==> config.mk <==
export PLATFORM = sky130hd
export DESIGN_NAME = stgm_controller
export DESIGN_NICKNAME = d
export VERILOG_FILES = /design/src/hdl/stgm_pkg.sv /design/src/hdl/stgm_controller.sv
export SDC_FILE = /design/constraint.sdc
export NUM_CORES = 1
export LEC_CHECK = 0
export BUFFER_PORTS_ARGS = -buffer_cell sky130_fd_sc_hd__buf_2
export CORE_AREA = 8 8 54 56
export DETAILED_ROUTE_END_ITERATION = 12
export DIE_AREA = 0 0 62 64
export PLACE_DENSITY = 0.78
export SKIP_LAST_GASP = 1
export SLEW_MARGIN = 40
export SYNTH_ARGS = -nofsm -noshare
export SYNTH_HDL_FRONTEND = slang
export SYNTH_SLANG_ARGS = --single-unit
==> constraint.sdc <==
create_clock -name clk -period 2.6 [get_ports clk]
set_input_delay 0.78 -clock clk [delete_from_list [all_inputs] [get_ports clk]]
set_output_delay 0.78 -clock clk [all_outputs]
set_load 0.1 [all_outputs]
==> src/hdl/stgm_pkg.sv <==
`timescale 1ns / 1ps
// ----------------------------------------------------------------------------
// stgm_pkg: shared types and constants of the stereo tremolo gain modulator
// Field widths, register and command codes, divider sizing and the
// controller-to-datapath command and status structs.
// ----------------------------------------------------------------------------
package stgm_pkg;

    // Field widths
    localparam int SAMPLE_BITS      = 24;
    localparam int PERIOD_BITS      = 20;
    localparam int GAIN_BITS        = 17;
    localparam int PHASE_BITS       = 16;
    localparam int BENT_SHIFT       = 15;
    localparam int SHAPE_BITS       = 16;
    localparam int CURVE_INDEX_BITS = 8;
    localparam int CMD_BITS         = 2;
    localparam int CFG_INDEX_BITS   = 2;

    // Gain curve memory; depth is a power of two
    localparam int CURVE_DEPTH     = 256;
    localparam int CURVE_ADDR_BITS = $clog2(CURVE_DEPTH);

    // Configuration data is as wide as the widest register
    localparam int CFG_DATA_BITS = (PERIOD_BITS > GAIN_BITS) ? PERIOD_BITS : GAIN_BITS;

    // Q16 unity gain and product width (signed sample times unsigned gain)
    localparam logic [GAIN_BITS-1:0] GAIN_ONE = GAIN_BITS'(65536);
    localparam int PROD_BITS = SAMPLE_BITS + GAIN_BITS + 1;

    // Register reset values
    localparam logic [PERIOD_BITS-1:0] PERIOD_RESET = PERIOD_BITS'(48000);
    localparam logic [PERIOD_BITS-1:0] OFFSET_RESET = '0;
    localparam logic [SHAPE_BITS-1:0]  SHAPE_RESET  = SHAPE_BITS'(32768);
    localparam logic [GAIN_BITS-1:0]   STEP_RESET   = GAIN_BITS'(66);

    // Restoring divider sizing: numerator holds rel << 16 or phase << 15
    localparam int DIV_NUM_BITS =
        (PERIOD_BITS + PHASE_BITS > PHASE_BITS + BENT_SHIFT) ?
        (PERIOD_BITS + PHASE_BITS) : (PHASE_BITS + BENT_SHIFT);
    localparam int DIV_DEN_BITS =
        (PERIOD_BITS > SHAPE_BITS + 1) ? PERIOD_BITS : (SHAPE_BITS + 1);
    localparam int DIV_CNT_BITS = $clog2(DIV_NUM_BITS + 1);

    // Item commands
    typedef enum logic [CMD_BITS-1:0] {
        CMD_FRAME    = 2'd0,
        CMD_RESYNC   = 2'd1,
        CMD_CURVE    = 2'd2,
        CMD_RESERVED = 2'd3
    } item_cmd_t;

    // Configuration register indexes
    typedef enum logic [CFG_INDEX_BITS-1:0] {
        REG_PERIOD = 2'd0,
        REG_OFFSET = 2'd1,
        REG_SHAPE  = 2'd2,
        REG_STEP   = 2'd3
    } cfg_reg_t;

    // Divider operand selection
    typedef enum logic [2:0] {
        DIV_POS,
        DIV_OFF,
        DIV_PHASE,
        DIV_BENT,
        DIV_SYNC
    } div_kind_t;

    // Controller to datapath commands
    typedef struct packed {
        logic      capture;
        logic      curve_write;
        logic      div_load;
        div_kind_t div_kind;
        logic      div_step;
        logic      pos_store;
        logic      gain_update;
        logic      mul;
        logic      out_load;
        logic      sync_store;
    } dp_cmd_t;

    // Datapath to controller status
    typedef struct packed {
        logic out_free;
    } dp_status_t;

    // Quotient bits produced for each divider operand
    function automatic logic [DIV_CNT_BITS-1:0] div_iters(input div_kind_t kind);
        logic [DIV_CNT_BITS-1:0] n;
        case (kind)
            DIV_PHASE: n = DIV_CNT_BITS'(PERIOD_BITS + PHASE_BITS);
            DIV_BENT:  n = DIV_CNT_BITS'(PHASE_BITS + BENT_SHIFT);
            default:   n = DIV_CNT_BITS'(PERIOD_BITS);
        endcase
        return n;
    endfunction

endpackage

==> src/hdl/stgm_controller.sv <==
`timescale 1ns / 1ps
// ----------------------------------------------------------------------------
// stgm_controller: item sequencer
// Accepts items, steps the shared divider through its four operands for a
// frame, then lookup, slew, scale and output; a resync uses one operand.
// ----------------------------------------------------------------------------
module stgm_controller
    import stgm_pkg::*;
(
    input  logic                clk,
    input  logic                rst_n,
    input  logic                in_valid,
    input  logic [CMD_BITS-1:0] in_cmd,
    output logic                in_ready,
    output dp_cmd_t             cmd,
    input  dp_status_t          status
);

    typedef enum logic [2:0] {
        S_IDLE,
        S_LOAD,
        S_DIV,
        S_READ,
        S_SLEW,
        S_MUL,
        S_OUT,
        S_SYNC_END
    } state_t;

    state_t                  state_reg, state_next;
    div_kind_t               kind_reg, kind_next;
    logic [DIV_CNT_BITS-1:0] cnt_reg, cnt_next;

    always_comb
    begin
        state_next = state_reg;
        kind_next  = kind_reg;
        cnt_next   = cnt_reg;
        cmd        = '0;
        cmd.div_kind = kind_reg;
        in_ready   = 1'b0;
        case (state_reg)
            S_IDLE:
            begin
                in_ready = 1'b1;
                if (in_valid)
                begin
                    cmd.capture = 1'b1;
                    case (item_cmd_t'(in_cmd))
                        CMD_FRAME:
                        begin
                            kind_next  = DIV_POS;
                            state_next = S_LOAD;
                        end
                        CMD_RESYNC:
                        begin
                            kind_next  = DIV_SYNC;
                            state_next = S_LOAD;
                        end
                        CMD_CURVE: cmd.curve_write = 1'b1;
                        default:   ;
                    endcase
                end
            end
            S_LOAD:
            begin
                // Keep the reduced position before the offset is divided
                cmd.div_load  = 1'b1;
                cmd.pos_store = (kind_reg == DIV_OFF);
                cnt_next      = div_iters(kind_reg) - DIV_CNT_BITS'(1);
                state_next    = S_DIV;
            end
            S_DIV:
            begin
                cmd.div_step = 1'b1;
                cnt_next     = cnt_reg - DIV_CNT_BITS'(1);
                if (cnt_reg == '0)
                begin
                    case (kind_reg)
                        DIV_POS:
                        begin
                            kind_next  = DIV_OFF;
                            state_next = S_LOAD;
                        end
                        DIV_OFF:
                        begin
                            kind_next  = DIV_PHASE;
                            state_next = S_LOAD;
                        end
                        DIV_PHASE:
                        begin
                            kind_next  = DIV_BENT;
                            state_next = S_LOAD;
                        end
                        DIV_BENT: state_next = S_READ;
                        DIV_SYNC: state_next = S_SYNC_END;
                        default:  state_next = S_IDLE;
                    endcase
                end
            end
            S_READ: state_next = S_SLEW;
            S_SLEW:
            begin
                cmd.gain_update = 1'b1;
                state_next      = S_MUL;
            end
            S_MUL:
            begin
                cmd.mul    = 1'b1;
                state_next = S_OUT;
            end
            S_OUT:
            begin
                // Hold until the output register is free
                if (status.out_free)
                begin
                    cmd.out_load = 1'b1;
                    state_next   = S_IDLE;
                end
            end
            S_SYNC_END:
            begin
                cmd.sync_store = 1'b1;
                state_next     = S_IDLE;
            end
            default: state_next = S_IDLE;
        endcase
    end

    always_ff @(posedge clk or negedge rst_n)
    begin
        if (!rst_n)
        begin
            state_reg <= S_IDLE;
            kind_reg  <= DIV_POS;
            cnt_reg   <= '0;
        end
        else
        begin
            state_reg <= state_next;
            kind_reg  <= kind_next;
            cnt_reg   <= cnt_next;
        end
    end

endmodule

Yosys cells after proc, flatten, opt, wreduce, memory -nomap -nowiden
Index checks and enable logic that the tools add are counted.
Storage, ports and cells
  flip-flop bits (word level): 12
  input port bits: 6
  output and inout port bits: 13
  logic and storage cells: 60
Cells by class
  $add $sub $neg: 2
  eq/ne operators: 19
  mux-type cells: 26
  reduce and logical (&&, ||, !) cells: 10
Operators by type and width (number)
  $pmux W3 S8: 1
  $pmux W6 S2: 2
  $mux W3: 6
  $pmux W3 S3: 2
  $eq A3 B3 Y1 const B: 5
  $eq A3 B2 Y1 const B: 4
  $pmux W3 S2: 2
  $sub A6 B1 Y6 const B: 2
  $mux W1: 10
  $ne A2 B2 Y1 const B: 4
  $eq A3 B1 Y1 const B: 2
  $logic_not A3 Y1: 2
  $logic_not A6 Y1: 1
  $mux W6: 1
  $reduce_and A5 Y1: 1
  $mux W2: 2
  $ne A4 B4 Y1 const B: 1
  $reduce_and A4 Y1: 1
  $reduce_bool A2 Y1: 2
  $ne A3 B1 Y1 const B: 1
  $reduce_or A3 Y1: 1
  $eq A2 B1 Y1 const B: 1
  $eq A2 B2 Y1 const B: 1
  $logic_not A2 Y1: 1
  $reduce_or A2 Y1: 1

Logic depth before layout (Yosys ltp)
Gate-level depths: netlist of run 1.
  depth in word-level cells: 5
  depth in mapped cells: 10
  mapped depth without buffers: 9

Worst setup path before layout of run 1
OpenSTA, ideal clock, no wires.
  path kind: reg2out
  start point: register state_reg[1]
  end point: output port cmd[10] (netlist bit)
  data arrival time: 4.669 ns
  data required time: 1.820 ns
  setup slack: -2.849 ns
  stages on the path, launching flop included: 5
  path buffers: 1
  path through: dfrtp_1 buf_6 nor3_1 and2_1 and3b_1
RTL lines
  from (decl): RTL line stgm_controller.sv:30  | state_t state_reg, state_next;
  from (signal assigned): RTL line stgm_controller.sv:140  | state_reg <= state_next;
  to (decl): RTL line stgm_controller.sv:15  | output dp_cmd_t cmd,

==> summary.txt, run 1 <==
Status -> complete, no violations
Startpoint Class -> register
Worst path cell trace -> or3b_2 -> inv_1 -> buf_12
Slew headroom -> 0.677
Vias per cell -> 5.74
H-tree Lvls -> 1
Synthesized area per cell -> 8.52 um^2
Worst hold path type -> primary input to asynchronous set/reset pin
Routed vias -> 901
Tightest Pin Transition -> 0.489 ns
Number of register bits inferred by synthesis -> 12
Minimum clock period -> 2.48 ns
Endpoints failing hold -> 0
First-pass DRT Iterations -> 4
DRC -> 0
Detailed Place HPWL -> 1.84 mm
Post-route ant nets -> 0
Reg2reg start -> state_reg[0]$_DFFE_PN0P_
Fin nets -> 137
Initial antenna violation count -> 0
Ant. Diodes -> 0
Synth warn -> 0
Synth unique cells -> 44
Worst setup margin -> 0.116 ns
Ports -> 19
CTS root buffer -> clkbuf_4
Mapped Area -> 895 um^2
Worst-Skew Late Latency -> 0.28 ns
Clk_skew -> 0.00225 ns
Inserted Clock Buffers -> 3
WL final -> 2.29 mm
Final setup violating endpoints -> 0
Total GRT Usage -> 0.130
R2r endpoint -> cnt_reg[2]$_DFFE_PN0P_
Max incr delay on CP -> 0.54 ns
Most common cell in the netlist -> dfrtp_1
Pre-CTS setup slack -> 0.336 ns
WP data arrival -> 1.70 ns
Count of final max-slew check failures -> 0
Clock Path Buffers -> 2
Post-synth ARST share -> 1.00
CTS hold repair buffers -> 0
Initial Util -> 0.425
Floorplan Core Area -> 2110 um^2
Vias in the first global route -> 930
Critical path class -> register to output pin
Clock sink total -> 12
Synth top cells by count -> dfrtp_1 (12), o21ai_0 (11), a21oi_1 (8), nor3_1 (8), nor2_1 (7)
Area Overhead vs Synth -> 41.4%
Crit. End Element -> output pin
Seq/Total Area, Yosys -> 0.336
Buffers on Ports -> 18
Post-synth top area share -> 0.336
Data required, critical path -> 1.82 ns
First-pass GRT wire length -> 4.02 mm
Largest net degree at the start of global routing -> 13
Post-CTS Setup Inserts -> 0
Die area -> 3970 um^2
Fin crit share -> 0.955
Synth area leader -> dfrtp_1
Drt wl/cell -> 14.6 um
Number of max-cap violations -> 0
CP max stage cell -> or3b_2
Reg2reg setup slack -> 0.40 ns
R2r worst-path depth -> 9
Ys flop type -> dfrtp_1
CP max FO -> 7
Clock Pin Slew Worst Setup and Hold Paths -> 0.08 ns
Drt first-iter violations -> 30
Die Height -> 64 um
GRT Residual Overflow -> 0
Synthesized Nets -> 112
Inst Count DP -> 153
Final Non-Filler Cells -> 157
Routability Congestion -> 0.812
Top post-synthesis cells by area -> dfrtp_1 (34%), o21ai_0 (6.2%), a21oi_1 (4.5%)
FP Rows -> 17
Post-synthesis cell count -> 105
Die Width -> 62 um
Layout cells sized above 1 -> 0.403
Post-synth EDFFs -> 0
CTS tree -> yes
Max FFs per register -> 6
RSZ-0062 raised after global routing -> false
Fmax -> 403 MHz
## layout make-up
cell class | count | area [um^2]
flip-flops and latches | 12 | 307
fillers | 177 | 841
inverters | 7 | 26.3
well taps | 28 | 35.0
repair buffers | 26 | 270
clock buffers | 4 | 26.3
multi-input cells | 80 | 601
## per-stage QoR
stage,instance area (um^2),hold slack (ns),TNS [ns],util
6_report,1260,0.371,0,0.601
5_1_grt,1260,0.379,0,0.601
4_1_cts,1260,0.373,0,0.600
3_5_place_dp,1240,0.587,0,0.587
3_3_place_gp,1240,0.555,0,0.587
2_1_floorplan,971,0.484,-0.668,-
## logic make-up (layout without fill, tap and decap cells)
group                      count (synthesis)  in the layout  share of synthesized area
adders and majority gates                  1              1                     0.0140
AOI/OAI and AO/OA                         36             36                      0.273
xor gates and xnor gates                   1              1                    0.00979
muxes                                      2              2                     0.0238
DFF                                       12             12                      0.336
buffers and inverters                     13             37                     0.0727
and+or+nand+nor                           40             40                      0.271
## worst max-delay path by stage
stage | from | endpoint | slack, ns | depth (start not counted)
floorplan | state_reg[2]$_DFFE_PN0P_ | cmd[10] | -0.50 | 4
global placement | status | cmd[1] | 0.35 | 3
detailed placement | status | cmd[1] | 0.34 | 3
CTS | state_reg[1]$_DFFE_PN0P_ | cmd[5] | 0.06 | 3
global route | state_reg[0]$_DFFE_PN0P_ | cmd[5] | 0.02 | 3
finish | state_reg[0]$_DFFE_PN0P_ | cmd[5] | 0.12 | 3
## critical path: cells and delay by family (launching register included)
family	cells	cell delay [ns]
flip-flops	1	0.49
AND/OR/NAND/NOR	1	0.54
buffers and inverters	2	0.39
## placed cells by master (no fill, tap or decap), types with 5 or more instances in the layout
master,synthesis,layout
buf_4,0,8
dfrtp_2,0,5
dfrtp_1,12,7
o21ai_0,11,11
buf_2,1,10
a21oi_1,8,8
inv_1,6,6
nor2_1,7,7
buf_12,0,8
nor3_4,1,5
## timing repair
action	CTS	global route
resized for setup	0	2
setup endpoints to repair	0	1
hold endpoints to repair	0	0
## layer usage
layer,GRT usage,part of all wire
met1,0.151,0.44
met5,0,0
met4,0.0883,0.021
met3,0.0220,0.035
met2,0.207,0.51
Power of run 1 is not shown: default switching activity piles up to over one toggle a cycle in this logic, so the estimate is an artifact.
==> run 2, diff against run 1 <==
- clock period: 2.6 -> 2.3 ns (I/O delays scaled with it)
==> run 2 against run 1 <==
Compared with the run above: routed wire length up 12%; utilization rose by 4.2 points; flip-flop and latch count is the same; register-to-register slack lost 0.17 ns; clock skew rose by 0.0058 ns; non-clock buffer count up 5; first-iteration DRC count grew 70%; hold slack lost 0.099 ns; critical path depth up 1; die area unchanged; via count is 9.3% higher.
==> summary.txt, run 2 (synthesized netlist as in run 1, its figures left out) <==
Vias in the first global route -> 927 (was 930)
Clock sink total -> 12 (unchanged)
Most frequent cells in the layout -> buf_4 (13), o21ai_0 (11), buf_12 (10), a21oi_1 (8), buf_2 (8) (was o21ai_0 (11), buf_2 (10), a21oi_1 (8), buf_12 (8), buf_4 (8))
Max incr delay on CP -> 0.48 ns (was 0.54 ns)
First-pass GRT wire length -> 4.32 mm (was 4.02 mm)
CTS tree -> yes (unchanged)
Area taken by flip-flops and latches -> 307 um^2 (unchanged)
Initial Util -> 0.425 (unchanged)
WP data arrival -> 1.57 ns (was 1.70 ns)
Fmax -> 442 MHz
Post-route ant nets -> 0 (unchanged)
Fin nets -> 142 (was 137)
Status -> complete, no violations (unchanged)
H-tree Lvls -> 1 (unchanged)
CP max stage cell -> dfrtp_2 (was or3b_2)
RSZ-0062 raised after global routing -> true (was false)
Tightest Pin Transition -> 0.493 ns (was 0.489 ns)
Die area -> 3970 um^2 (unchanged)
Fin crit share -> 0.984
Initial antenna violation count -> 0 (unchanged)
Slew headroom -> 0.674 (was 0.677)
WL final -> 2.58 mm (was 2.29 mm)
Clock Path Buffers -> 2 (unchanged)
Layout cells sized above 1 -> 0.448 (was 0.403)
Worst path cell trace -> clkinv_1 -> nand3_2 -> nor4b_4 -> buf_12 (was or3b_2 -> inv_1 -> buf_12)
Delay-heaviest family, CP -> simple AND/OR/NAND/NOR gates (unchanged)
Ports -> 19 (unchanged)
Count of final max-slew check failures -> 0 (unchanged)
Reg2reg setup slack -> 0.23 ns (was 0.40 ns)
Floorplan Core Area -> 2110 um^2 (unchanged)
Total GRT Usage -> 0.141 (was 0.130)
Number of max-cap violations -> 0 (unchanged)
Die Width -> 62 um (unchanged)
Crit. End Element -> output pin (unchanged)
Worst Path Buf+Inv -> 2 (unchanged)
DRC -> 0 (unchanged)
Detailed Place HPWL -> 1.85 mm (was 1.84 mm)
First-pass DRT Iterations -> 4 (unchanged)
Max FFs per register -> 6 (unchanged)
Area of the multi-input gates -> 603 um^2 (was 601 um^2)
Drt first-iter violations -> 51 (was 30)
Final Util -> 0.642 (was 0.601)
Fill count -> 146 (was 177)
Largest net degree at the start of global routing -> 13 (unchanged)
Data required, critical path -> 1.61 ns (was 1.82 ns)
Area Overhead vs Synth -> 51.2% (was 41.4%)
Clk_skew -> 0.00806 ns (was 0.00225 ns)
Ant. Diodes -> 0 (unchanged)
Routed vias -> 985 (was 901)
Critical path class -> register to output pin (unchanged)
Minimum clock period -> 2.26 ns
Routability Congestion -> 0.901 (was 0.812)
CTS root buffer -> clkbuf_4 (unchanged)
Inserted Clock Buffers -> 3 (unchanged)
Worst-Skew Late Latency -> 0.29 ns (was 0.28 ns)
Startpoint Class -> register (unchanged)
Endpoints failing hold -> 0 (unchanged)
GRT Residual Overflow -> 0 (unchanged)
Drt wl/cell -> 15.9 um (was 14.6 um)
Buffers on Ports -> 18 (unchanged)
CP max FO -> 7 (unchanged)
FP Rows -> 17 (unchanged)
Vias per cell -> 6.08 (was 5.74)
Clock Pin Slew Worst Setup and Hold Paths -> 0.09 ns (was 0.08 ns)
Die Height -> 64 um (unchanged)
Most common cell after layout, fill and taps aside -> buf_4 (was o21ai_0)
Worst hold path type -> primary input to asynchronous set/reset pin (unchanged)
Final setup violating endpoints -> 0 (unchanged)
[run 2: cell count changes in the layout (fill, tap and decap cells not counted)]
cell / before / now
buf_12: 8 / 10
buf_2: 10 / 8
buf_4: 8 / 13
clkbuf_1: 1 / 0
clkbuf_8: 0 / 1
clkinvlp_4: 0 / 2
inv_1: 6 / 4
or3b_2: 1 / 0
or3b_4: 0 / 1
[run 2: final cells by class]
class                      count  area share
clock buffer                   4      0.0268
inverter                       7      0.0250
multi-input combinational     80       0.446
sequential                    12       0.227
tap                           28      0.0259
timing repair buffer          31       0.250
[run 2: per-stage QoR]
stage / setup TNS, ns / std cells / worst slack, ns / hold WS, ns / cell area (um^2)
2_1_floorplan: -1.30 / 105 / -0.711 / 0.394 / 978
3_3_place_gp: 0 / 154 / 0.191 / 0.545 / 1280
3_5_place_dp: 0 / 154 / 0.107 / 0.570 / 1280
4_1_cts: 0 / 158 / 0.00805 / 0.284 / 1320
5_1_grt: -0.0166 / 162 / -0.0166 / 0.289 / 1350
6_report: 0 / 162 / 0.0370 / 0.272 / 1350
[run 2: worst paths after layout]
kind	startpoint	endpoint	depth (start not counted)
worst min register to register	cnt_reg[1]$_DFFE_PN0P_	cnt_reg[1]$_DFFE_PN0P_	2
worst min-delay path	rst_n	cnt_reg[0]$_DFFE_PN0P_	1
max in group asynchronous	rst_n	kind_reg[2]$_DFFE_PN0P_	1
min in group clk	cnt_reg[1]$_DFFE_PN0P_	cnt_reg[1]$_DFFE_PN0P_	2
worst max-delay path	state_reg[2]$_DFFE_PN0P_	cmd[4]	4
worst max register to register	state_reg[0]$_DFFE_PN0P_	cnt_reg[2]$_DFFE_PN0P_	9
[run 2: worst reg2reg max path: cells and delay by family (launching register included)]
family / cells / cell delay [ns]
buffers and inverters: 2 / 0.23
DFF: 1 / 0.48
AOI/OAI and AO/OA: 3 / 0.34
and+or+nand+nor: 3 / 0.69
adders and majority gates: 1 / 0.26
[run 2: routing by layer]
| layer | track usage | vias to the layer above | wire length [um] |
|---|---|---|---|
| met5 | 0 | - | 0 |
| met4 | 0.0855 | 0 | 104 |
| met3 | 0.0240 | 14 | 164 |
| met2 | 0.203 | 53 | 1210 |
| met1 | 0.186 | 460 | 1090 |
| li1 | - | 458 | - |
[run 2: repair_timing]
| item | in CTS | in global routing |
|---|---|---|
| hold buffers | 0 | 0 |
| hold endpoints to repair | 0 | 0 |
| endpoints found under the setup margin | 4 | 5 |
| buffers inserted | 0 | 4 |
| gates resized for setup | 4 | 0 |
Power of run 2 is left out for the same reason.
